==> config.mk <==
export PLATFORM = sky130hd
export DESIGN_NAME = zone_status_link_endpoint_unit
export DESIGN_NICKNAME = d
export VERILOG_FILES = /design/src/hdl/zsl_pkg.sv /design/src/hdl/zone_status_link_endpoint_unit.sv /design/src/hdl/zsl_front.sv /design/src/hdl/zsl_job_fifo.sv /design/src/hdl/zsl_back.sv
export SDC_FILE = /design/constraint.sdc
export NUM_CORES = 1
export LEC_CHECK = 0
export BUFFER_PORTS_ARGS = -buffer_cell sky130_fd_sc_hd__clkbuf_2
export CAP_MARGIN = 20
export CORE_MARGIN = 2
export CORE_UTILIZATION = 45
export DETAILED_ROUTE_END_ITERATION = 10
export GPL_TIMING_DRIVEN = 1
export PLACE_DENSITY = 0.69
export SLEW_MARGIN = 20
export SYNTH_ARGS = -nofsm -noshare
export SYNTH_HDL_FRONTEND = slang
export SYNTH_SLANG_ARGS = --single-unit
==> constraint.sdc <==
create_clock -name clk -period 44.4 [get_ports clk]
set_clock_uncertainty 0.15 [all_clocks]
set_input_delay 6.66 -clock clk [delete_from_list [all_inputs] [get_ports clk]]
set_output_delay 6.66 -clock clk [all_outputs]
set_load 0.02 [all_outputs]
==> src/hdl/zsl_pkg.sv <==
// shared types, constants and crc helper for the zone status link endpoint
// no dependencies
package zsl_pkg;

  localparam logic [7:0] FRAME_SOF      = 8'hAA;
  localparam logic [7:0] FRAME_EOF      = 8'h55;
  localparam logic [7:0] CRC_POLY       = 8'h8C;
  localparam logic [7:0] CMD_STATUS     = 8'h81;
  localparam logic [7:0] CMD_REQUEST    = 8'h01;
  localparam logic [7:0] SRC_STATUS     = 8'h00;
  localparam logic [7:0] ZONE_RSVD_MASK = 8'hC0;

  localparam int unsigned BODY_LEN   = 6;
  localparam int unsigned CRC_STAGES = BODY_LEN;
  localparam int unsigned FIFO_DEPTH = 4;
  localparam int unsigned FIFO_PTR_W = $clog2(FIFO_DEPTH);
  localparam int unsigned FIFO_CNT_W = $clog2(FIFO_DEPTH + 1);

  typedef logic [1:0] cfg_idx_t;
  localparam cfg_idx_t REG_FALLBACK   = 2'd0;
  localparam cfg_idx_t REG_CONFIRM    = 2'd1;
  localparam cfg_idx_t REG_MISS_LIMIT = 2'd2;

  localparam logic MODE_RECEIVE = 1'b0;
  localparam logic MODE_SEND    = 1'b1;

  typedef logic [3:0] byte_idx_t;
  localparam byte_idx_t IDX_SOF  = 4'd0;
  localparam byte_idx_t IDX_SRC  = 4'd1;
  localparam byte_idx_t IDX_NODE = 4'd2;
  localparam byte_idx_t IDX_SEQ  = 4'd3;
  localparam byte_idx_t IDX_CMD  = 4'd4;
  localparam byte_idx_t IDX_VAR  = 4'd5;
  localparam byte_idx_t IDX_ARG  = 4'd6;
  localparam byte_idx_t IDX_CRC  = 4'd7;
  localparam byte_idx_t IDX_EOF  = 4'd8;

  typedef enum logic [3:0] {
    ST_TX       = 4'd0,
    ST_SKIP     = 4'd1,
    ST_FRAMING  = 4'd2,
    ST_CHECK    = 4'd3,
    ST_OTHER    = 4'd4,
    ST_MASK     = 4'd5,
    ST_PENDING  = 4'd6,
    ST_MISMATCH = 4'd7,
    ST_UNLOCK   = 4'd8,
    ST_ACCEPT   = 4'd9
  } status_t;

  typedef struct packed {
    logic       mode;
    logic [7:0] frame_start;
    logic [7:0] frame_node;
    logic [7:0] frame_source;
    logic [7:0] frame_sequence;
    logic [7:0] frame_command;
    logic [7:0] frame_variant;
    logic [7:0] frame_zones;
    logic [7:0] frame_check;
    logic [7:0] frame_stop;
    logic [7:0] request_arg;
    logic       bus_blocked;
  } in_item_t;

  typedef struct packed {
    status_t    status;
    logic [7:0] tx_byte;
    logic       last;
    logic [5:0] zone_mask;
    logic       mask_changed;
    logic       link_came_up;
    logic       node_locked;
    logic [7:0] node_address;
    logic       awaiting_reply;
  } out_item_t;

  // one classified item between the front and the back
  typedef struct packed {
    logic       is_tx;
    status_t    status;
    logic [7:0] node;
    logic [7:0] seq;
    logic [7:0] arg;
    logic [5:0] zone_mask;
    logic       mask_changed;
    logic       link_came_up;
    logic       node_locked;
    logic [7:0] node_address;
    logic       awaiting_reply;
  } job_t;

  // one body byte into a crc-8 reflected register
  function automatic logic [7:0] crc_step(input logic [7:0] crc, input logic [7:0] b);
    logic [7:0] c;
    c = crc ^ b;
    for (int i = 0; i < 8; i++) begin
      c = c[0] ? ((c >> 1) ^ CRC_POLY) : (c >> 1);
    end
    return c;
  endfunction

endpackage

==> src/hdl/zone_status_link_endpoint_unit.sv <==
// Zone status link endpoint: checks received 9-byte frames (AA, six body
// bytes, crc-8 reflected 0x8C, 55), learns and locks the node address, tracks
// zone mask and online state, and builds numbered request frames. Both sides
// behave as queues. An item is taken every cycle while the front pipeline
// moves; a received frame passes six crc stages, one queue slot and the
// output register before its one result appears. A request gives nine result
// beats, one per cycle while the result side takes them, so the back end sets
// the sustained rate: one beat per received frame or skipped request, nine
// per sent request. A four-entry queue between the classifier and the byte
// builder lets input keep flowing while a request frame goes out. Depends on
// zsl_pkg, zsl_front, zsl_job_fifo, zsl_back.
module zone_status_link_endpoint_unit (
  input  logic               clk,
  input  logic               rst_n,
  input  logic               in_push,
  output logic               in_full,
  input  zsl_pkg::in_item_t  in_data,
  output logic               out_empty,
  input  logic               out_pop,
  output zsl_pkg::out_item_t out_data,
  input  logic               cfg_we,
  input  zsl_pkg::cfg_idx_t  cfg_index,
  input  logic [7:0]         cfg_wdata
);
  import zsl_pkg::*;

  logic job_push, q_full, job_pop, head_valid;
  job_t job_in, head_data;

  zsl_front u_front (
    .clk       (clk),
    .rst_n     (rst_n),
    .in_push   (in_push),
    .in_full   (in_full),
    .in_data   (in_data),
    .cfg_we    (cfg_we),
    .cfg_index (cfg_index),
    .cfg_wdata (cfg_wdata),
    .job_push  (job_push),
    .job_data  (job_in),
    .q_full    (q_full)
  );

  zsl_job_fifo u_fifo (
    .clk        (clk),
    .rst_n      (rst_n),
    .push       (job_push),
    .push_data  (job_in),
    .full       (q_full),
    .pop        (job_pop),
    .head_valid (head_valid),
    .head_data  (head_data)
  );

  zsl_back u_back (
    .clk       (clk),
    .rst_n     (rst_n),
    .job_valid (head_valid),
    .job_data  (head_data),
    .job_pop   (job_pop),
    .out_empty (out_empty),
    .out_pop   (out_pop),
    .out_data  (out_data)
  );

endmodule

==> src/hdl/zsl_front.sv <==
// front end: crc pipeline over the received body, then classification,
// link/learning state and request numbering; depends on zsl_pkg
module zsl_front (
  input  logic              clk,
  input  logic              rst_n,
  input  logic              in_push,
  output logic              in_full,
  input  zsl_pkg::in_item_t in_data,
  input  logic              cfg_we,
  input  zsl_pkg::cfg_idx_t cfg_index,
  input  logic [7:0]        cfg_wdata,
  output logic              job_push,
  output zsl_pkg::job_t     job_data,
  input  logic              q_full
);
  import zsl_pkg::*;

  localparam int unsigned LAST_STG = CRC_STAGES - 1;

  function automatic logic [7:0] body_byte(input in_item_t it, input int unsigned k);
    logic [7:0] b;
    case (k)
      0:       b = it.frame_node;
      1:       b = it.frame_source;
      2:       b = it.frame_sequence;
      3:       b = it.frame_command;
      4:       b = it.frame_variant;
      5:       b = it.frame_zones;
      default: b = 8'h00;
    endcase
    return b;
  endfunction

  function automatic logic [7:0] sat_inc(input logic [7:0] v);
    return (v == 8'hFF) ? v : v + 8'd1;
  endfunction

  // crc pipeline, one body byte per stage
  in_item_t               stg_item_r [CRC_STAGES];
  logic [7:0]             stg_crc_r  [CRC_STAGES];
  logic [CRC_STAGES-1:0]  stg_vld_r;
  logic                   advance;

  assign advance  = !(stg_vld_r[LAST_STG] && q_full);
  assign in_full  = !advance;
  assign job_push = stg_vld_r[LAST_STG] && !q_full;

  always_ff @(posedge clk) begin
    if (!rst_n) begin
      stg_vld_r <= '0;
    end else if (advance) begin
      stg_vld_r <= {stg_vld_r[CRC_STAGES-2:0], in_push};
    end
  end

  always_ff @(posedge clk) begin
    if (advance) begin
      stg_item_r[0] <= in_data;
      stg_crc_r[0]  <= crc_step(8'h00, in_data.frame_node);
      for (int k = 1; k < CRC_STAGES; k++) begin
        stg_item_r[k] <= stg_item_r[k-1];
        stg_crc_r[k]  <= crc_step(stg_crc_r[k-1], body_byte(stg_item_r[k-1], k));
      end
    end
  end

  // configuration
  logic [7:0] fallback_r, confirm_r, miss_limit_r;

  always_ff @(posedge clk) begin
    if (!rst_n) begin
      fallback_r   <= 8'd0;
      confirm_r    <= 8'd3;
      miss_limit_r <= 8'd3;
    end else if (cfg_we) begin
      case (cfg_index)
        REG_FALLBACK:   fallback_r   <= cfg_wdata;
        REG_CONFIRM:    confirm_r    <= cfg_wdata;
        REG_MISS_LIMIT: miss_limit_r <= cfg_wdata;
        default:        ;
      endcase
    end
  end

  // link state
  logic [7:0] node_addr_r, learned_var_r, cand_node_r, cand_var_r;
  logic [7:0] cand_count_r, miss_count_r, next_seq_r, sent_seq_r;
  logic [5:0] known_mask_r;
  logic       locked_r, sent_seq_valid_r, wait_reply_r, wait_write_r;
  logic       mask_valid_r, link_online_r;

  logic [7:0] node_addr_nxt, learned_var_nxt, cand_node_nxt, cand_var_nxt;
  logic [7:0] cand_count_nxt, miss_count_nxt, next_seq_nxt, sent_seq_nxt;
  logic [5:0] known_mask_nxt;
  logic       locked_nxt, sent_seq_valid_nxt, wait_reply_nxt, wait_write_nxt;
  logic       mask_valid_nxt, link_online_nxt;

  in_item_t   it;
  logic [7:0] node_sel, miss_inc;
  logic       go_on, seq_ok, changed, online, is_tx;
  status_t    status;

  assign it = stg_item_r[LAST_STG];

  always_comb begin
    node_addr_nxt      = node_addr_r;
    learned_var_nxt    = learned_var_r;
    cand_node_nxt      = cand_node_r;
    cand_var_nxt       = cand_var_r;
    cand_count_nxt     = cand_count_r;
    miss_count_nxt     = miss_count_r;
    next_seq_nxt       = next_seq_r;
    sent_seq_nxt       = sent_seq_r;
    known_mask_nxt     = known_mask_r;
    locked_nxt         = locked_r;
    sent_seq_valid_nxt = sent_seq_valid_r;
    wait_reply_nxt     = wait_reply_r;
    wait_write_nxt     = wait_write_r;
    mask_valid_nxt     = mask_valid_r;
    link_online_nxt    = link_online_r;
    node_sel = (locked_r && node_addr_r != 8'd0) ? node_addr_r : fallback_r;
    miss_inc = sat_inc(miss_count_r);
    go_on    = 1'b0;
    seq_ok   = sent_seq_valid_r && (it.frame_sequence == sent_seq_r);
    changed  = 1'b0;
    online   = 1'b0;
    is_tx    = 1'b0;
    status   = ST_SKIP;

    if (it.mode == MODE_SEND) begin
      if (node_sel != 8'd0 && !it.bus_blocked) begin
        is_tx              = 1'b1;
        status             = ST_TX;
        next_seq_nxt       = (next_seq_r == 8'hFF) ? 8'd1 : next_seq_r + 8'd1;
        sent_seq_nxt       = next_seq_r;
        sent_seq_valid_nxt = 1'b1;
        wait_reply_nxt     = 1'b1;
        wait_write_nxt     = (it.request_arg != 8'd0);
      end
    end else if (it.frame_start != FRAME_SOF || it.frame_stop != FRAME_EOF) begin
      status = ST_FRAMING;
    end else if (stg_crc_r[LAST_STG] != it.frame_check) begin
      status = ST_CHECK;
    end else if (it.frame_source != SRC_STATUS || it.frame_command != CMD_STATUS) begin
      status = ST_OTHER;
    end else if ((it.frame_zones & ZONE_RSVD_MASK) != 8'd0) begin
      status = ST_MASK;
    end else begin
      go_on = 1'b1;
      // learning while unlocked
      if (!locked_r) begin
        if (it.frame_node == cand_node_r && it.frame_variant == cand_var_r) begin
          cand_count_nxt = sat_inc(cand_count_r);
        end else begin
          cand_node_nxt  = it.frame_node;
          cand_var_nxt   = it.frame_variant;
          cand_count_nxt = 8'd1;
        end
        node_addr_nxt = cand_node_nxt;
        if (cand_count_nxt < confirm_r) begin
          status = ST_PENDING;
          go_on  = 1'b0;
        end else begin
          learned_var_nxt = cand_var_nxt;
          locked_nxt      = 1'b1;
        end
      end
      if (go_on) begin
        if (it.frame_node != node_addr_nxt || it.frame_variant != learned_var_nxt) begin
          if (miss_inc >= miss_limit_r) begin
            status          = ST_UNLOCK;
            locked_nxt      = 1'b0;
            learned_var_nxt = 8'd0;
            cand_node_nxt   = it.frame_node;
            cand_var_nxt    = it.frame_variant;
            cand_count_nxt  = 8'd1;
            node_addr_nxt   = it.frame_node;
            miss_count_nxt  = 8'd0;
            mask_valid_nxt  = 1'b0;
            link_online_nxt = 1'b0;
            wait_reply_nxt  = 1'b0;
            wait_write_nxt  = 1'b0;
          end else begin
            status         = ST_MISMATCH;
            miss_count_nxt = miss_inc;
          end
        end else begin
          status          = ST_ACCEPT;
          miss_count_nxt  = 8'd0;
          changed         = !mask_valid_r || (it.frame_zones[5:0] != known_mask_r);
          online          = !link_online_r;
          node_addr_nxt   = it.frame_node;
          known_mask_nxt  = it.frame_zones[5:0];
          mask_valid_nxt  = 1'b1;
          link_online_nxt = 1'b1;
          // a write waits for its own sequence, a read for any status
          if (!wait_write_r || seq_ok) begin
            wait_reply_nxt = 1'b0;
            wait_write_nxt = 1'b0;
          end
        end
      end
    end
  end

  always_comb begin
    job_data.is_tx          = is_tx;
    job_data.status         = status;
    job_data.node           = node_sel;
    job_data.seq            = next_seq_r;
    job_data.arg            = it.request_arg;
    job_data.zone_mask      = known_mask_nxt;
    job_data.mask_changed   = changed;
    job_data.link_came_up   = online;
    job_data.node_locked    = locked_nxt;
    job_data.node_address   = node_addr_nxt;
    job_data.awaiting_reply = wait_reply_nxt;
  end

  always_ff @(posedge clk) begin
    if (!rst_n) begin
      node_addr_r      <= 8'd0;
      learned_var_r    <= 8'd0;
      cand_node_r      <= 8'd0;
      cand_var_r       <= 8'd0;
      cand_count_r     <= 8'd0;
      miss_count_r     <= 8'd0;
      next_seq_r       <= 8'd1;
      sent_seq_r       <= 8'd0;
      known_mask_r     <= 6'd0;
      locked_r         <= 1'b0;
      sent_seq_valid_r <= 1'b0;
      wait_reply_r     <= 1'b0;
      wait_write_r     <= 1'b0;
      mask_valid_r     <= 1'b0;
      link_online_r    <= 1'b0;
    end else if (job_push) begin
      node_addr_r      <= node_addr_nxt;
      learned_var_r    <= learned_var_nxt;
      cand_node_r      <= cand_node_nxt;
      cand_var_r       <= cand_var_nxt;
      cand_count_r     <= cand_count_nxt;
      miss_count_r     <= miss_count_nxt;
      next_seq_r       <= next_seq_nxt;
      sent_seq_r       <= sent_seq_nxt;
      known_mask_r     <= known_mask_nxt;
      locked_r         <= locked_nxt;
      sent_seq_valid_r <= sent_seq_valid_nxt;
      wait_reply_r     <= wait_reply_nxt;
      wait_write_r     <= wait_write_nxt;
      mask_valid_r     <= mask_valid_nxt;
      link_online_r    <= link_online_nxt;
    end
  end

endmodule

==> src/hdl/zsl_job_fifo.sv <==
// short queue of classified items between front and back
// depends on zsl_pkg
module zsl_job_fifo (
  input  logic          clk,
  input  logic          rst_n,
  input  logic          push,
  input  zsl_pkg::job_t push_data,
  output logic          full,
  input  logic          pop,
  output logic          head_valid,
  output zsl_pkg::job_t head_data
);
  import zsl_pkg::*;

  job_t                  mem_r [FIFO_DEPTH];
  logic [FIFO_PTR_W-1:0] wr_ptr_r, rd_ptr_r;
  logic [FIFO_CNT_W-1:0] count_r;
  logic                  do_push, do_pop;

  assign full       = (count_r == FIFO_CNT_W'(FIFO_DEPTH));
  assign head_valid = (count_r != '0);
  assign head_data  = mem_r[rd_ptr_r];
  assign do_push    = push && !full;
  assign do_pop     = pop && head_valid;

  always_ff @(posedge clk) begin
    if (do_push) begin
      mem_r[wr_ptr_r] <= push_data;
    end
  end

  always_ff @(posedge clk) begin
    if (!rst_n) begin
      wr_ptr_r <= '0;
      rd_ptr_r <= '0;
      count_r  <= '0;
    end else begin
      if (do_push) wr_ptr_r <= wr_ptr_r + 1'b1;
      if (do_pop)  rd_ptr_r <= rd_ptr_r + 1'b1;
      case ({do_push, do_pop})
        2'b10:   count_r <= count_r + 1'b1;
        2'b01:   count_r <= count_r - 1'b1;
        default: count_r <= count_r;
      endcase
    end
  end

endmodule

==> src/hdl/zsl_back.sv <==
// back end: expands queued items into result beats, builds request frames
// byte by byte with a running crc; depends on zsl_pkg
module zsl_back (
  input  logic               clk,
  input  logic               rst_n,
  input  logic               job_valid,
  input  zsl_pkg::job_t      job_data,
  output logic               job_pop,
  output logic               out_empty,
  input  logic               out_pop,
  output zsl_pkg::out_item_t out_data
);
  import zsl_pkg::*;

  byte_idx_t  idx_r;
  logic [7:0] crc_r;
  out_item_t  out_r;
  logic       out_vld_r;
  logic       load, is_last;
  logic [7:0] tx_byte;
  out_item_t  res;

  assign load      = job_valid && (!out_vld_r || out_pop);
  assign is_last   = !job_data.is_tx || (idx_r == IDX_EOF);
  assign job_pop   = load && is_last;
  assign out_empty = !out_vld_r;
  assign out_data  = out_r;

  always_comb begin
    case (idx_r)
      IDX_SOF:  tx_byte = FRAME_SOF;
      IDX_SRC:  tx_byte = 8'h00;
      IDX_NODE: tx_byte = job_data.node;
      IDX_SEQ:  tx_byte = job_data.seq;
      IDX_CMD:  tx_byte = CMD_REQUEST;
      IDX_VAR:  tx_byte = 8'h00;
      IDX_ARG:  tx_byte = job_data.arg;
      IDX_CRC:  tx_byte = crc_r;
      IDX_EOF:  tx_byte = FRAME_EOF;
      default:  tx_byte = 8'h00;
    endcase
  end

  always_comb begin
    res.status         = job_data.status;
    res.tx_byte        = job_data.is_tx ? tx_byte : 8'h00;
    res.last           = is_last;
    res.zone_mask      = job_data.zone_mask;
    res.mask_changed   = job_data.mask_changed;
    res.link_came_up   = job_data.link_came_up;
    res.node_locked    = job_data.node_locked;
    res.node_address   = job_data.node_address;
    res.awaiting_reply = job_data.awaiting_reply;
  end

  always_ff @(posedge clk) begin
    if (!rst_n) begin
      out_vld_r <= 1'b0;
      idx_r     <= IDX_SOF;
    end else if (load) begin
      out_vld_r <= 1'b1;
      idx_r     <= is_last ? IDX_SOF : idx_r + 4'd1;
    end else if (out_pop) begin
      out_vld_r <= 1'b0;
    end
  end

  // crc runs over body bytes as they go out, ready by the check byte
  always_ff @(posedge clk) begin
    if (load) begin
      out_r <= res;
      if (idx_r == IDX_SOF) begin
        crc_r <= 8'h00;
      end else if (idx_r < IDX_CRC) begin
        crc_r <= crc_step(crc_r, tx_byte);
      end
    end
  end

endmodule

# Word level (Yosys, flattened, before mapping)
# Memory sizes are Yosys's and may differ from the RTL's. A register that Yosys moved wholly into a read port is not among the register bits.
# Index checks and enable logic that the tools add are counted.
[totals] ramBits=728 mem_count=3 latch_bits=0 reg_bits=156 romBits=0 output_inout_bits=33 in_bits=97 wordCells=383
[op_classes] bitwise_logic=67 n_addsub=8 order_cmp=3 n_eq_ne=31 shifts=0 n_reduce_logical=45 n_mul=0 muxes=193 div=0
[mem_list] name="u_front.stg_item_r" words=6 word_bits=82 read_ports=6 rd_ports_with_merged_regs=0 wr=6 line_no="zsl_front.sv:39" source="in_item_t stg_item_r [CRC_STAGES];"
[mem_list] name="u_fifo.mem_r" words=4 word_bits=47 read_ports=1 rd_ports_with_merged_regs=1 wr=1 line_no="zsl_job_fifo.sv:15" source="job_t mem_r [FIFO_DEPTH];"
[mem_list] name="u_front.stg_crc_r" words=6 word_bits=8 read_ports=6 rd_ports_with_merged_regs=0 wr=6 line_no="zsl_front.sv:40" source="logic [7:0] stg_crc_r [CRC_STAGES];"
[op_table] cell="$mux 8" count=113
[op_table] cell="$not 2->3" count=56
[op_table] cell="$mux 1" count=58
[op_table] cell="$pmux 8 s7" count=1
[op_table] cell="$xor 8x8->8" count=6
[op_table] cell="$mux 6" count=7
[op_table] cell="$mux 4" count=10
[op_table] cell="$reduce_bool 8->1" count=5
[op_table] cell="$add 8x1->8 const B" count=3
[op_table] cell="$eq 8x8->1" count=3
[op_table] cell="$eq 8x8->1 const B" count=3
[op_table] cell="$ne 8x8->1" count=3
[op_table] cell="$ne 8x8->1 const B" count=2
[op_table] cell="$eq 4x3->1 const B" count=3
[op_table] cell="$logic_and 1x1->1" count=10
[op_table] cell="$reduce_and 9->1" count=1
[op_table] cell="$eq 4x2->1 const B" count=2
[op_table] cell="$ge 8x8->1" count=1
[op_table] cell="$lt 8x8->1" count=1
[op_table] cell="$ne 2x1->1 const B" count=4
[op_table] cell="$ne 8x7->1 const B" count=1
[op_table] cell="$reduce_and 2->1" count=4
[op_table] cell="$reduce_and 8->1" count=1
[op_table] cell="$reduce_bool 2->1" count=4
[op_table] cell="other kinds (24)" count=45

# Depth between registers and ports, before layout
# Gate-level depths: netlist of the first run.
# An unclocked memory read counts as a cell.
[logic_depth] word_depth=27 depth_mapped=16 mapped_depth_nobuf=15

# Cells and area by module
# A second synthesis of the first run with hierarchy kept.
[unflattened] hier_cells=1834 area_unflattened_um2=32837.7
[by_module_without_submodules] module="zsl_front" n_inst=1 seq_area_each_um2=18317.6 area_per_inst_um2=23282.3 cells_per_inst=1349
[by_module_without_submodules] module="zsl_job_fifo" n_inst=1 seq_area_each_um2=5825.6 area_per_inst_um2=7297.0 cells_per_inst=297
[by_module_without_submodules] module="zsl_back" n_inst=1 seq_area_each_um2=1271.2 area_per_inst_um2=2258.4 cells_per_inst=188

# Least setup slack after synthesis of the first run
# Ideal clock, no wire load.
[synth_timing] path_kind="reg-to-output" start="register u_fifo.count_r[2]" end="output in_full" stages_incl_launch_ff=3 slack_ns=19.833 arrival_time_ns=17.757 n_path_buf=0 required_time_ns=37.590 path_cell_list="dfxtp_1 > nand3_1 > inv_1"
[synth_via] elab_chain_cells=2
[synth_rtl] item="start: declaration" line_no="zsl_job_fifo.sv:17" source="logic [FIFO_CNT_W-1:0] count_r;"
[synth_rtl] item="start signal: assignment" line_no="zsl_job_fifo.sv:41" source="2'b10: count_r <= count_r + 1'b1;"
[synth_rtl] item="start signal: assignment" line_no="zsl_job_fifo.sv:42" source="2'b01: count_r <= count_r - 1'b1;"
[synth_rtl] item="start signal: assignment" line_no="zsl_job_fifo.sv:43" source="default: count_r <= count_r;"
[synth_rtl] item="$eq 3x3->1" line_no="zsl_job_fifo.sv:20" source="assign full = (count_r == FIFO_CNT_W'(FIFO_DEPTH));"
[synth_rtl] item="$logic_and 1x1->1" line_no="zsl_front.sv:44" source="assign advance = !(stg_vld_r[LAST_STG] && q_full);"
[synth_rtl] item="end: declaration" line_no="zone_status_link_endpoint_unit.sv:16" source="output logic in_full,"
# Every way passes these cells.

# Final worst setup path of the first run
[layout_timing] start="register u_fifo.count_r[1]" end="output in_full"
# The elaborated chain is that of the path after synthesis.

==> results of run 1 <==
-- layout make-up --
type | count | area [um2]
Fill cell | 5613 | 34300
Sequential cell | 886 | 25400
Multi-Input combinational cell | 835 | 6790
Clock buffer | 115 | 2340
Tap cell | 950 | 1190
Timing Repair Buffer | 145 | 803
Clock inverter | 45 | 551
Inverter | 31 | 116
-- cell usage in the layout, fill, tap and decap left out, types with 21 or more instances in the layout --
| cell type | netlist | routed |
|---|---|---|
| a21oi_1 | 41 | 39 |
| clkbuf_1 | 24 | 21 |
| clkbuf_16 | 0 | 86 |
| clkbuf_2 | 0 | 129 |
| dfxtp_1 | 119 | 117 |
| edfxtp_1 | 767 | 767 |
| ha_1 | 26 | 26 |
| inv_1 | 28 | 27 |
| mux2i_1 | 57 | 57 |
| mux4_2 | 44 | 44 |
| nand2_1 | 95 | 95 |
| nand3_1 | 28 | 27 |
| nand4_1 | 26 | 26 |
| nor2_1 | 85 | 85 |
| o21ai_0 | 25 | 25 |
| xnor2_1 | 96 | 96 |
| xor2_1 | 105 | 105 |
-- sequential cells by signal, indices dropped and copies added (netlist names), 31 cells and up, named ones only --
signal              flops
u_front.stg_item_r    492
u_fifo.mem_r          188
u_front.stg_crc_r      48
u_back.out_data        31
-- layer usage --
metal  part of all wire (%)  track usage [%]  up-vias  wire length [um]
li1                       -                -     7243                 -
met1                     42             18.8     7643             22700
met2                     50             24.7      387             27000
met3                    5.1             2.78       91              2720
met4                    2.5             5.38        0              1360
met5                      0                0        -                 0
-- stage by stage --
step | area [um2] | hold slack (ns)
floorplan | 32500 | 0.250
global placement | 34300 | 0.250
detailed placement | 34300 | 0.255
CTS | 37200 | 0.262
global route | 37200 | 0.262
finish | 37200 | 0.257
-- cell families after synthesis --
logic type	after synthesis	share of synthesized area, %
adder cells (fa/ha/maj)	27	1.06
XOR/XNOR	205	5.68
flip-flops	886	78.3
AO/OA/AOI/OAI	154	3.56
multiplexers	119	5.44
AND/OR/NAND/NOR	330	5.02
buffers and inverters	73	0.982
-- path summary, 6_finish.rpt --
path | start | to | slack [ns] | cells past startpoint
max | u_fifo.count_r[1] | in_full | 35.03 | 4
min | u_front.stg_item_r[4][71] | u_front.stg_item_r[5][71] | 0.26 | 0
max reg2reg | u_front.stg_item_r[5][70] | u_fifo.mem_r[1][2] | 39.46 | 12
min reg2reg | u_front.stg_item_r[4][71] | u_front.stg_item_r[5][71] | 0.26 | 0
-- power by group --
group | total [mW] | switching (mW) | internal [mW] | leakage [nW]
clock | 0.727 | 0.299 | 0.427 | 1.40
sequential | 0.994 | 0.0203 | 0.973 | 8.73
combinational | 0.149 | 0.0800 | 0.0694 | 3.05
total | 1.87 | 0.400 | 1.47 | 13.2
==> run_results.csv, run 1 <==
group,metric,value,unit
clocking,hold_buffers,0,
clocking,clk_latency,0.65,ns
worst_setup_path,cp.arrival,2.56,ns
timing,setup_violations,0,
detailed_routing,drtPass1Iterations,5,
clocking,post_cts_buffers,0,
power_and_ir_drop,vdd_drop_max,0.0000382,V
timing,fmax,0.107,GHz
clocking,cts_tree,"yes",
clocking,cts_made_buffers,86,
detailed_routing,dr.first_iter.drc_count,1061,
final_layout,drive_above_1_share,18.0,%
timing,setup_tns,0,ns
final_layout,fin_cells,3007,
synthesis,ys_async_sr_fraction,0,%
worst_setup_path,slowest_stage,"nand3_4",
worst_setup_path,path_buf_inv,2,
final_layout,fin_util,52.0,%
global_route,gr-total-overflow,0,
floorplanning,core,71500,um2
detailed_routing,drc,0,
worst_setup_path,cpPeakStageDelay,0.63,ns
synthesis,syn-cell-area,32500,um2
synthesis,yosys.area.top_type_share,70.9,%
timing,worstMarginPinSlew,0.988,ns
hold_path,hp-class,"reg -> reg",
final_layout,insertedDiodeCount,0,
placed_design,placed_cells,2846,
clocking,cts_resized,0,
detailed_routing,wl_per_cell,17.9,um
synthesis,yosys_warnings,0,
run_status,outcome,"finished, final reports clean",
worst_setup_path,cp_cell_sequence,"nor2_1, nand3_4, inv_1, clkbuf_2",
floorplanning,die_height,273,um
clocking,path_clk_slew,0.06,ns
detailed_routing,viasPerCell,5.11,
clocking,clk_path_buf_depth,3,
detailed_routing,routed-via-count,15400,
global_route,grt_use_total,14.6,%
placed_design,place_congestion,0.837,
synthesis,synth_seq_cells,886,
final_layout,areaGrowthSynthToFinish,14.6,%
detailed_routing,ant_nets,0,
synthesis,synth.distinct_cells,73,
global_route,grt_pass1_wl,84.6,mm
floorplanning,design.portCount,130,
worst_setup_path,cp.required,37.59,ns
synthesis,syn_inst,1794,
timing,hold_viol_final,0,
synthesis,syn_area_per_cell,18.1,um2
detailed_routing,totalWireLength,53.8,mm
global_route,antenna_found_initial,0,
power_and_ir_drop,p_leak,13.2,nW
worst_setup_path,setup.worst_path.class,"reg -> out",
worst_setup_path,crit_path_end_kind,"primary output",
timing,grt_setup_unrepaired,"no",
timing,slew-limit-headroom,33.8,%
floorplanning,die-area,74300,um2
timing,timing.final.max_slew_violations,0,
synthesis,yosys.area.top_type,"edfxtp_1",
power_and_ir_drop,power.density,50.3,nW/um2
timing,post-route-worst-setup-slack,35.03,ns
power_and_ir_drop,power,1.87,mW
synthesis,synth_edf_count,767,
floorplanning,core.rowCount,98,
synthesis,syn_nets,1918,
timing,fin_crit,9.37,ns
clocking,cts.sinks,886,
worst_setup_path,path_max_fanout,56,
timing,fin_crit_sh,21.1,%
placed_design,port_buffers,129,
placed_design,dp_slack,35.06,ns
global_route,grt_pass1_vias,15500,
flow_run,max-cap-violations,0,
clocking,cts_root_buf,"clkbuf_16",
clocking,htree_levels,3,
global_route,grt_max_degree,220,
final_layout,nets,2109,
synthesis,yosysMostFrequentCell,"edfxtp_1",
floorplanning,start_util,45.4,%
worst_setup_path,start_kind,"flip-flop",
synthesis,synthFlopType,"edfxtp_1",
worst_setup_path,cp_top_family,"simple AND/OR/NAND/NOR gates",
synthesis,synth_area_leaders,"edfxtp_1 71%, dfxtp_1 7.3%, mux4_2 3.1%, xor2_1 2.8%, xnor2_1 2.6%",
synthesis,yosys-top-cells-count,"767 x edfxtp_1, 119 x dfxtp_1, 105 x xor2_1",
floorplanning,die_w,273,um
synthesis,yosysSeqAreaShare,78.3,%
placed_design,dp_hpwl,34.8,mm
(Power assumes the default switching activity.)
==> inputs of run 2 (changes only) <==
--- a/config.mk
+++ b/config.mk
@@ -11,7 +11,7 @@
 export CORE_UTILIZATION = 45
 export DETAILED_ROUTE_END_ITERATION = 10
 export GPL_TIMING_DRIVEN = 1
-export PLACE_DENSITY = 0.69
+export PLACE_DENSITY = 0.72
 export SLEW_MARGIN = 20
 export SYNTH_ARGS = -nofsm -noshare
 export SYNTH_HDL_FRONTEND = slang
==> constraint.sdc (replaced) <==
create_clock -name clk -period 7.8 [get_ports clk]
set_clock_uncertainty 0.15 [all_clocks]
set_input_delay 1.17 -clock clk [delete_from_list [all_inputs] [get_ports clk]]
set_output_delay 1.17 -clock clk [all_outputs]
set_load 0.02 [all_outputs]
==> run 2 against run 1 <==
Net effect: setup slack lost 32 ns; count of clock-buffer cells in the layout grew 6; power grew to 5.6 times the previous value; routed wire length grew 2.8%; die area is the same; global-route usage grew 0.42 points; hold slack gained 0.0028 ns; critical path depth grew 8.
==> run_results.csv, run 2 (same netlist as run 1, synthesis figures left out) <==
group,metric,value,unit
run_status,outcome,"finished, final reports clean",
final_layout,layout_commonest_cell,"edfxtp_1",
floorplanning,core,71500,um2
timing,timing.final.max_slew_violations,0,
worst_setup_path,worstReg2RegEnd,"u_fifo.mem_r[1][4]",
placed_design,placed_cells,2850,
placed_design,place_congestion,0.845,
timing,grt_setup_unrepaired,"no",
detailed_routing,wl_per_cell,18.4,um
floorplanning,core.rowCount,98,
final_layout,final_cell_mix,"767 x edfxtp_1, 129 x clkbuf_2, 117 x dfxtp_1",
worst_setup_path,reg2reg_slack,2.74,ns
power_and_ir_drop,vdd_drop_max,0.000218,V
floorplanning,die-area,74300,um2
worst_setup_path,setup.worst_path.class,"reg -> reg",
detailed_routing,routed-via-count,15400,
worst_setup_path,path_buf_inv,0,
worst_setup_path,cp.depth,12,
clocking,hold_buffers,0,
global_route,grt_use_total,15.0,%
worst_setup_path,worstRegToRegCells,12,
worst_setup_path,start_kind,"flip-flop",
floorplanning,design.portCount,130,
clocking,cts_made_buffers,89,
floorplanning,die_height,273,um
final_layout,fin_cells,3015,
worst_setup_path,r2r-start,"u_front.stg_item_r[5][70]",
global_route,grt_max_degree,167,
final_layout,top_register,"u_front.stg_item_r",
final_layout,finalInstanceArea,37100,um2
worst_setup_path,crit_path_end_kind,"flip-flop",
final_layout,fin_util,51.9,%
worst_setup_path,cp_top_family,"simple AND/OR/NAND/NOR gates",
worst_setup_path,cpPeakStageDelay,0.59,ns
worst_setup_path,cp_cell_sequence,"xor2_1, nor4_1, nand4_1, nor3_1, ha_1, o21ai_0, nor2_1, or3_1, o31ai_4, o211ai_4, o21ai_4, mux2_2",
clocking,clk_latency,0.64,ns
detailed_routing,drtPass1Iterations,8,
clocking,cts_tree,"yes",
global_route,grt_pass1_wl,86.6,mm
timing,fin_crit,5.06,ns
power_and_ir_drop,p_leak,13.1,nW
hold_path,hp-class,"reg -> reg",
floorplanning,die_w,273,um
global_route,grt_pass1_vias,15500,
timing,setup_violations,0,
final_layout,regArea,25400,um2
worst_setup_path,cp.arrival,5.25,ns
clocking,cts.sinks,886,
clocking,cts_root_buf,"clkbuf_16",
placed_design,dp_hpwl,35.6,mm
final_layout,nets,2115,
detailed_routing,dr.first_iter.drc_count,1160,
final_layout,fillers,5614,
final_layout,drive_above_1_share,17.7,%
clocking,htree_levels,3,
worst_setup_path,cp.required,8.00,ns
timing,hold_viol_final,0,
power_and_ir_drop,power,10.5,mW
detailed_routing,viasPerCell,5.10,
final_layout,reg.largest.list,"u_front.stg_item_r x492, u_fifo.mem_r x188, u_front.stg_crc_r x48",
power_and_ir_drop,power.density,283,nW/um2
detailed_routing,drc,0,
worst_setup_path,crit_end,"u_fifo.mem_r[1][4]",
worst_setup_path,slowest_stage,"nand4_1",
global_route,gr-total-overflow,0,
timing,fin_crit_sh,64.8,%
detailed_routing,totalWireLength,55.4,mm
final_layout,largest_reg_flops,492,
final_layout,areaGrowthSynthToFinish,14.3,%
placed_design,port_buffers,129,
timing,setup_tns,0,ns
final_layout,multiInputGateArea,6780,um2
worst_setup_path,cp-startpoint,"u_front.stg_item_r[5][70]",
detailed_routing,ant_nets,0,
clocking,path_clk_slew,0.06,ns
timing,worstMarginPinSlew,0.984,ns
global_route,antenna_found_initial,0,
floorplanning,start_util,45.4,%
timing,slew-limit-headroom,34.4,%
flow_run,max-cap-violations,0,
placed_design,placed_area,34300,um2
worst_setup_path,path_max_fanout,11,
clocking,post_cts_buffers,0,
clocking,clk_path_buf_depth,3,
timing,fmax,0.198,GHz
clocking,cts_resized,0,
final_layout,insertedDiodeCount,0,
[run 2: cell types whose count changed in the layout (fill, tap and decap cells not counted), sizes merged]
cell      change
inv           -1
buf           +3
clkinv        +8
bufinv        -6
clkinvlp      -2
clkbuf        +6
[run 2: layer usage]
layer	share of wire, %	GRT usage [%]	up-vias
met4	2.7	5.31	0
met3	5.1	2.90	116
met5	0	0	-
met2	49	24.5	372
met1	44	20.2	7626
li1	-	-	7252
[run 2: metrics by stage]
stage / hold WS, ns / setup slack (ns)
3_3_place_gp: 0.250 / 2.91
3_5_place_dp: 0.255 / 2.82
5_1_grt: 0.266 / 2.43
6_report: 0.260 / 2.74
2_1_floorplan: 0.250 / 0.189
4_1_cts: 0.264 / 2.78
[run 2: final cells by class]
cell class,count,area share (%)
tap,950,3.20
clock buffer,121,6.54
inverter,31,0.314
timing repair buffer,148,2.18
multi-input combinational,835,18.3
clock inverter,44,1.01
sequential,886,68.5
[run 2: power by group]
part	leakage [nW]	total, mW	internal [mW]	switching [mW]
registers	8.72	5.65	5.54	0.113
logic	3.06	0.855	0.396	0.459
clock network	1.36	4.00	2.29	1.70
[run 2: worst min-delay path by stage]
stage	from	endpoint	slack, ns	cells after the start
after floorplan	u_front.stg_item_r[0][0]	u_front.stg_item_r[1][0]	0.25	0
after global placement	u_front.stg_item_r[4][56]	u_front.stg_item_r[5][56]	0.25	0
after detailed placement	u_front.stg_item_r[0][42]	u_front.stg_item_r[1][42]	0.25	0
after CTS	u_front.stg_item_r[4][14]	u_front.stg_item_r[5][14]	0.26	0
after global routing	u_front.stg_item_r[3][41]	u_front.stg_item_r[4][41]	0.27	0
final	u_front.stg_item_r[4][14]	u_front.stg_item_r[5][14]	0.26	0
==> inputs of run 3 (changes only) <==
--- a/config.mk
+++ b/config.mk
@@ -5,13 +5,14 @@
 export SDC_FILE = /design/constraint.sdc
 export NUM_CORES = 1
 export LEC_CHECK = 0
+export ABC_AREA = 1
 export BUFFER_PORTS_ARGS = -buffer_cell sky130_fd_sc_hd__clkbuf_2
 export CAP_MARGIN = 20
 export CORE_MARGIN = 2
 export CORE_UTILIZATION = 45
 export DETAILED_ROUTE_END_ITERATION = 10
 export GPL_TIMING_DRIVEN = 1
-export PLACE_DENSITY = 0.72
+export PLACE_DENSITY = 0.69
 export SLEW_MARGIN = 20
 export SYNTH_ARGS = -nofsm -noshare
 export SYNTH_HDL_FRONTEND = slang
==> constraint.sdc (replaced) <==
create_clock -name clk -period 4.7 [get_ports clk]
set_clock_uncertainty 0.15 [all_clocks]
set_input_delay 0.705 -clock clk [delete_from_list [all_inputs] [get_ports clk]]
set_output_delay 0.705 -clock clk [all_outputs]
set_load 0.02 [all_outputs]
==> run 3 against run 2 <==
Net effect: the flow now finishes with violations (design-rule violations); setup slack got worse by 2.3 ns; sequential share of layout area shrank 2.4 points; register-to-register slack got worse by 2.3 ns; utilization fell by 0.11 points; routed wire length grew 12%; hold slack worse by 0.18 ns; first-iteration DRC count rose by 43%; cell count rose by 23%; sequential power grew 74%; synthesized cell count is 37% higher; critical endpoint is now u_fifo.mem_r[3][15].
==> run_results.csv, run 3 <==
group,metric,value,unit
run_status,outcome,"finished with violations",
run_status,failed_checks,"design-rule violations",
detailed_routing,totalWireLength,61.9,mm
timing,fmax,0.234,GHz
synthesis,yosysSeqAreaShare,75.6,%
timing,grt_setup_unrepaired,"no",
clocking,cts.sinks,886,
placed_design,placed_cells,3533,
final_layout,final_cell_mix,"767 x edfxtp_1, 312 x nand2_1, 207 x o21ai_0",
timing,fin_crit_sh,90.9,%
placed_design,dp_hpwl,40.3,mm
global_route,grt_pass1_wl,98.9,mm
worst_setup_path,r2r-start,"u_front.stg_item_r[5][37]",
floorplanning,die_w,277,um
timing,fin_crit,4.27,ns
synthesis,yosys.area.top_type,"edfxtp_1",
synthesis,yosys_warnings,0,
synthesis,synthFlopType,"edfxtp_1",
worst_setup_path,crit_path_end_kind,"flip-flop",
timing,setup_violations,0,
synthesis,synth_compound_area_share,7.54,%
synthesis,synth_xor_area_share,4.19,%
synthesis,synth_seq_cells,886,
synthesis,syn_area_per_cell,13.6,um2
worst_setup_path,cp-startpoint,"u_front.stg_item_r[5][37]",
timing,setup_tns,0,ns
worst_setup_path,cp.required,4.98,ns
timing,timing.final.max_slew_violations,0,
timing,worstMarginPinSlew,1.15,ns
global_route,gr-total-overflow,0,
clocking,cts_made_buffers,88,
detailed_routing,wl_per_cell,16.8,um
clocking,htree_levels,3,
final_layout,largest_reg_flops,492,
synthesis,yosys.area.top_type_share,68.5,%
synthesis,synthAdderAreaFrac,1.03,%
clocking,clk_latency,0.64,ns
worst_setup_path,setup.worst_path.class,"reg -> reg",
worst_setup_path,path_max_fanout,20,
final_layout,insertedDiodeCount,0,
global_route,antenna_found_initial,0,
synthesis,ys_async_sr_fraction,0,%
clocking,hold_buffers,0,
final_layout,top_register,"u_front.stg_item_r",
flow_run,max-cap-violations,0,
detailed_routing,drtPass1Iterations,9,
synthesis,synth-simple-area-share,8.17,%
final_layout,nets,2778,
clocking,path_clk_slew,0.06,ns
timing,hold_viol_final,0,
worst_setup_path,start_kind,"flip-flop",
timing,slew-limit-headroom,22.3,%
synthesis,yosysMostFrequentCell,"edfxtp_1",
synthesis,yosys-top-cells-count,"767 x edfxtp_1, 312 x nand2_1, 207 x o21ai_0",
final_layout,fin_util,51.8,%
synthesis,synth_mux_area_share,0,%
synthesis,syn_nets,2590,
detailed_routing,viasPerCell,5.10,
clocking,clk_path_buf_depth,3,
clocking,cts_resized,0,
hold_path,min_from,"in_data[60]",
synthesis,synth_area_leaders,"edfxtp_1 69%, dfxtp_1 7.1%, nand2_1 3.5%, o21ai_0 3.1%, a21oi_1 2.4%",
global_route,grt_use_total,16.2,%
detailed_routing,dr.first_iter.drc_count,1664,
global_route,grt_pass1_vias,18600,
clocking,cts_root_buf,"clkbuf_16",
final_layout,areaGrowthSynthToFinish,14.4,%
placed_design,placed_area,35600,um2
hold_path,hp-class,"in -> reg",
floorplanning,die_height,277,um
placed_design,place_congestion,0.856,
synthesis,syn-cell-area,33600,um2
detailed_routing,routed-via-count,18800,
floorplanning,design.portCount,130,
final_layout,fin_cells,3695,
worst_setup_path,cp.arrival,4.55,ns
final_layout,finalInstanceArea,38400,um2
power_and_ir_drop,p_leak,14.2,nW
detailed_routing,ant_nets,0,
floorplanning,core.rowCount,100,
final_layout,layout_commonest_cell,"edfxtp_1",
global_route,grt_max_degree,178,
power_and_ir_drop,power.density,519,nW/um2
detailed_routing,drc,1,
clocking,post_cts_buffers,0,
floorplanning,core,74200,um2
clocking,cts_tree,"yes",
final_layout,reg.largest.list,"u_front.stg_item_r x492, u_fifo.mem_r x188, u_front.stg_crc_r x48",
floorplanning,start_util,45.3,%
synthesis,synth.distinct_cells,47,
placed_design,port_buffers,129,
floorplanning,die-area,76900,um2
power_and_ir_drop,vdd_drop_max,0.000335,V
synthesis,synth_edf_count,767,
final_layout,drive_above_1_share,13.6,%
synthesis,syn_inst,2466,
synthesis,synth_top_family_by_area,"simple AND/OR/NAND/NOR gates",
==> run 3: report_power, final <==
group          switching, mW  internal [mW]
registers              0.276           9.57
logic                   2.12           1.25
clock network           2.84           3.91
total                   5.23           14.7
==> run 3: metrics by stage <==
stage,worst slack [ns],hold WS [ns],power (mW)
2_1_floorplan,-2.36,0.250,12.5
3_3_place_gp,0.298,0.251,13.3
3_5_place_dp,0.105,0.255,13.4
4_1_cts,0.113,0.0381,20.2
5_1_grt,0.00317,0.0481,20.9
6_report,0.428,0.0844,20.0
==> run 3: worst paths after layout <==
path         depth (start not counted)                        end  slack (ns)
min reg2reg                          0  u_front.stg_item_r[2][35]        0.26
min                                  1  u_front.stg_item_r[0][60]        0.08
max reg2reg                         26        u_fifo.mem_r[3][15]        0.43
max                                 26        u_fifo.mem_r[3][15]        0.43
==> run 3: cell families after synthesis <==
family / Yosys count
and+or+nand+nor: 633
adders and majority gates: 27
DFF: 886
AOI/OAI and AO/OA: 464
buffers and inverters: 296
xor gates and xnor gates: 160
==> run 3: area by class of cell <==
class	count	area (um2)
clock buffers	106	2310
clock inverters	56	514
fillers	6047	35800
inverters	221	830
multi-input cells	1284	7130
flip-flops and latches	886	25400
well taps	969	1210
repair buffers	173	1030
==> run 3: worst max-delay path, stage by stage, from the launching register on <==
cell	delay [ns]
edfxtp_1	0.45
nand2_1	0.10
nand2_1	0.05
nor2_1	0.11
nand2_1	0.11
nor2_1	0.16
nand2_1	0.22
inv_1	0.13
nand2_1	0.07
nor2_1	0.13
ha_1	0.27
a21oi_1	0.16
nor2_1	0.06
a211oi_1	0.23
nand2_2	0.14
nand2_4	0.19
buf_4	0.22
nand3_1	0.09
nand2_1	0.09
nor2_2	0.04
nand2_1	0.10
nor2_4	0.06
nand2_4	0.10
nor2_2	0.06
nand2_4	0.25
nand2_2	0.11
o21ai_1	0.20
==> run 3: per-layer routing <==
layer	vias up	GRT usage, %	share of wire (%)	wire length, um
met4	0	5.94	2.6	1610
li1	9164	-	-	-
met1	9040	21.1	43	26600
met2	523	27.3	49	30400
met3	115	2.83	5.3	3280
met5	-	0	0	0
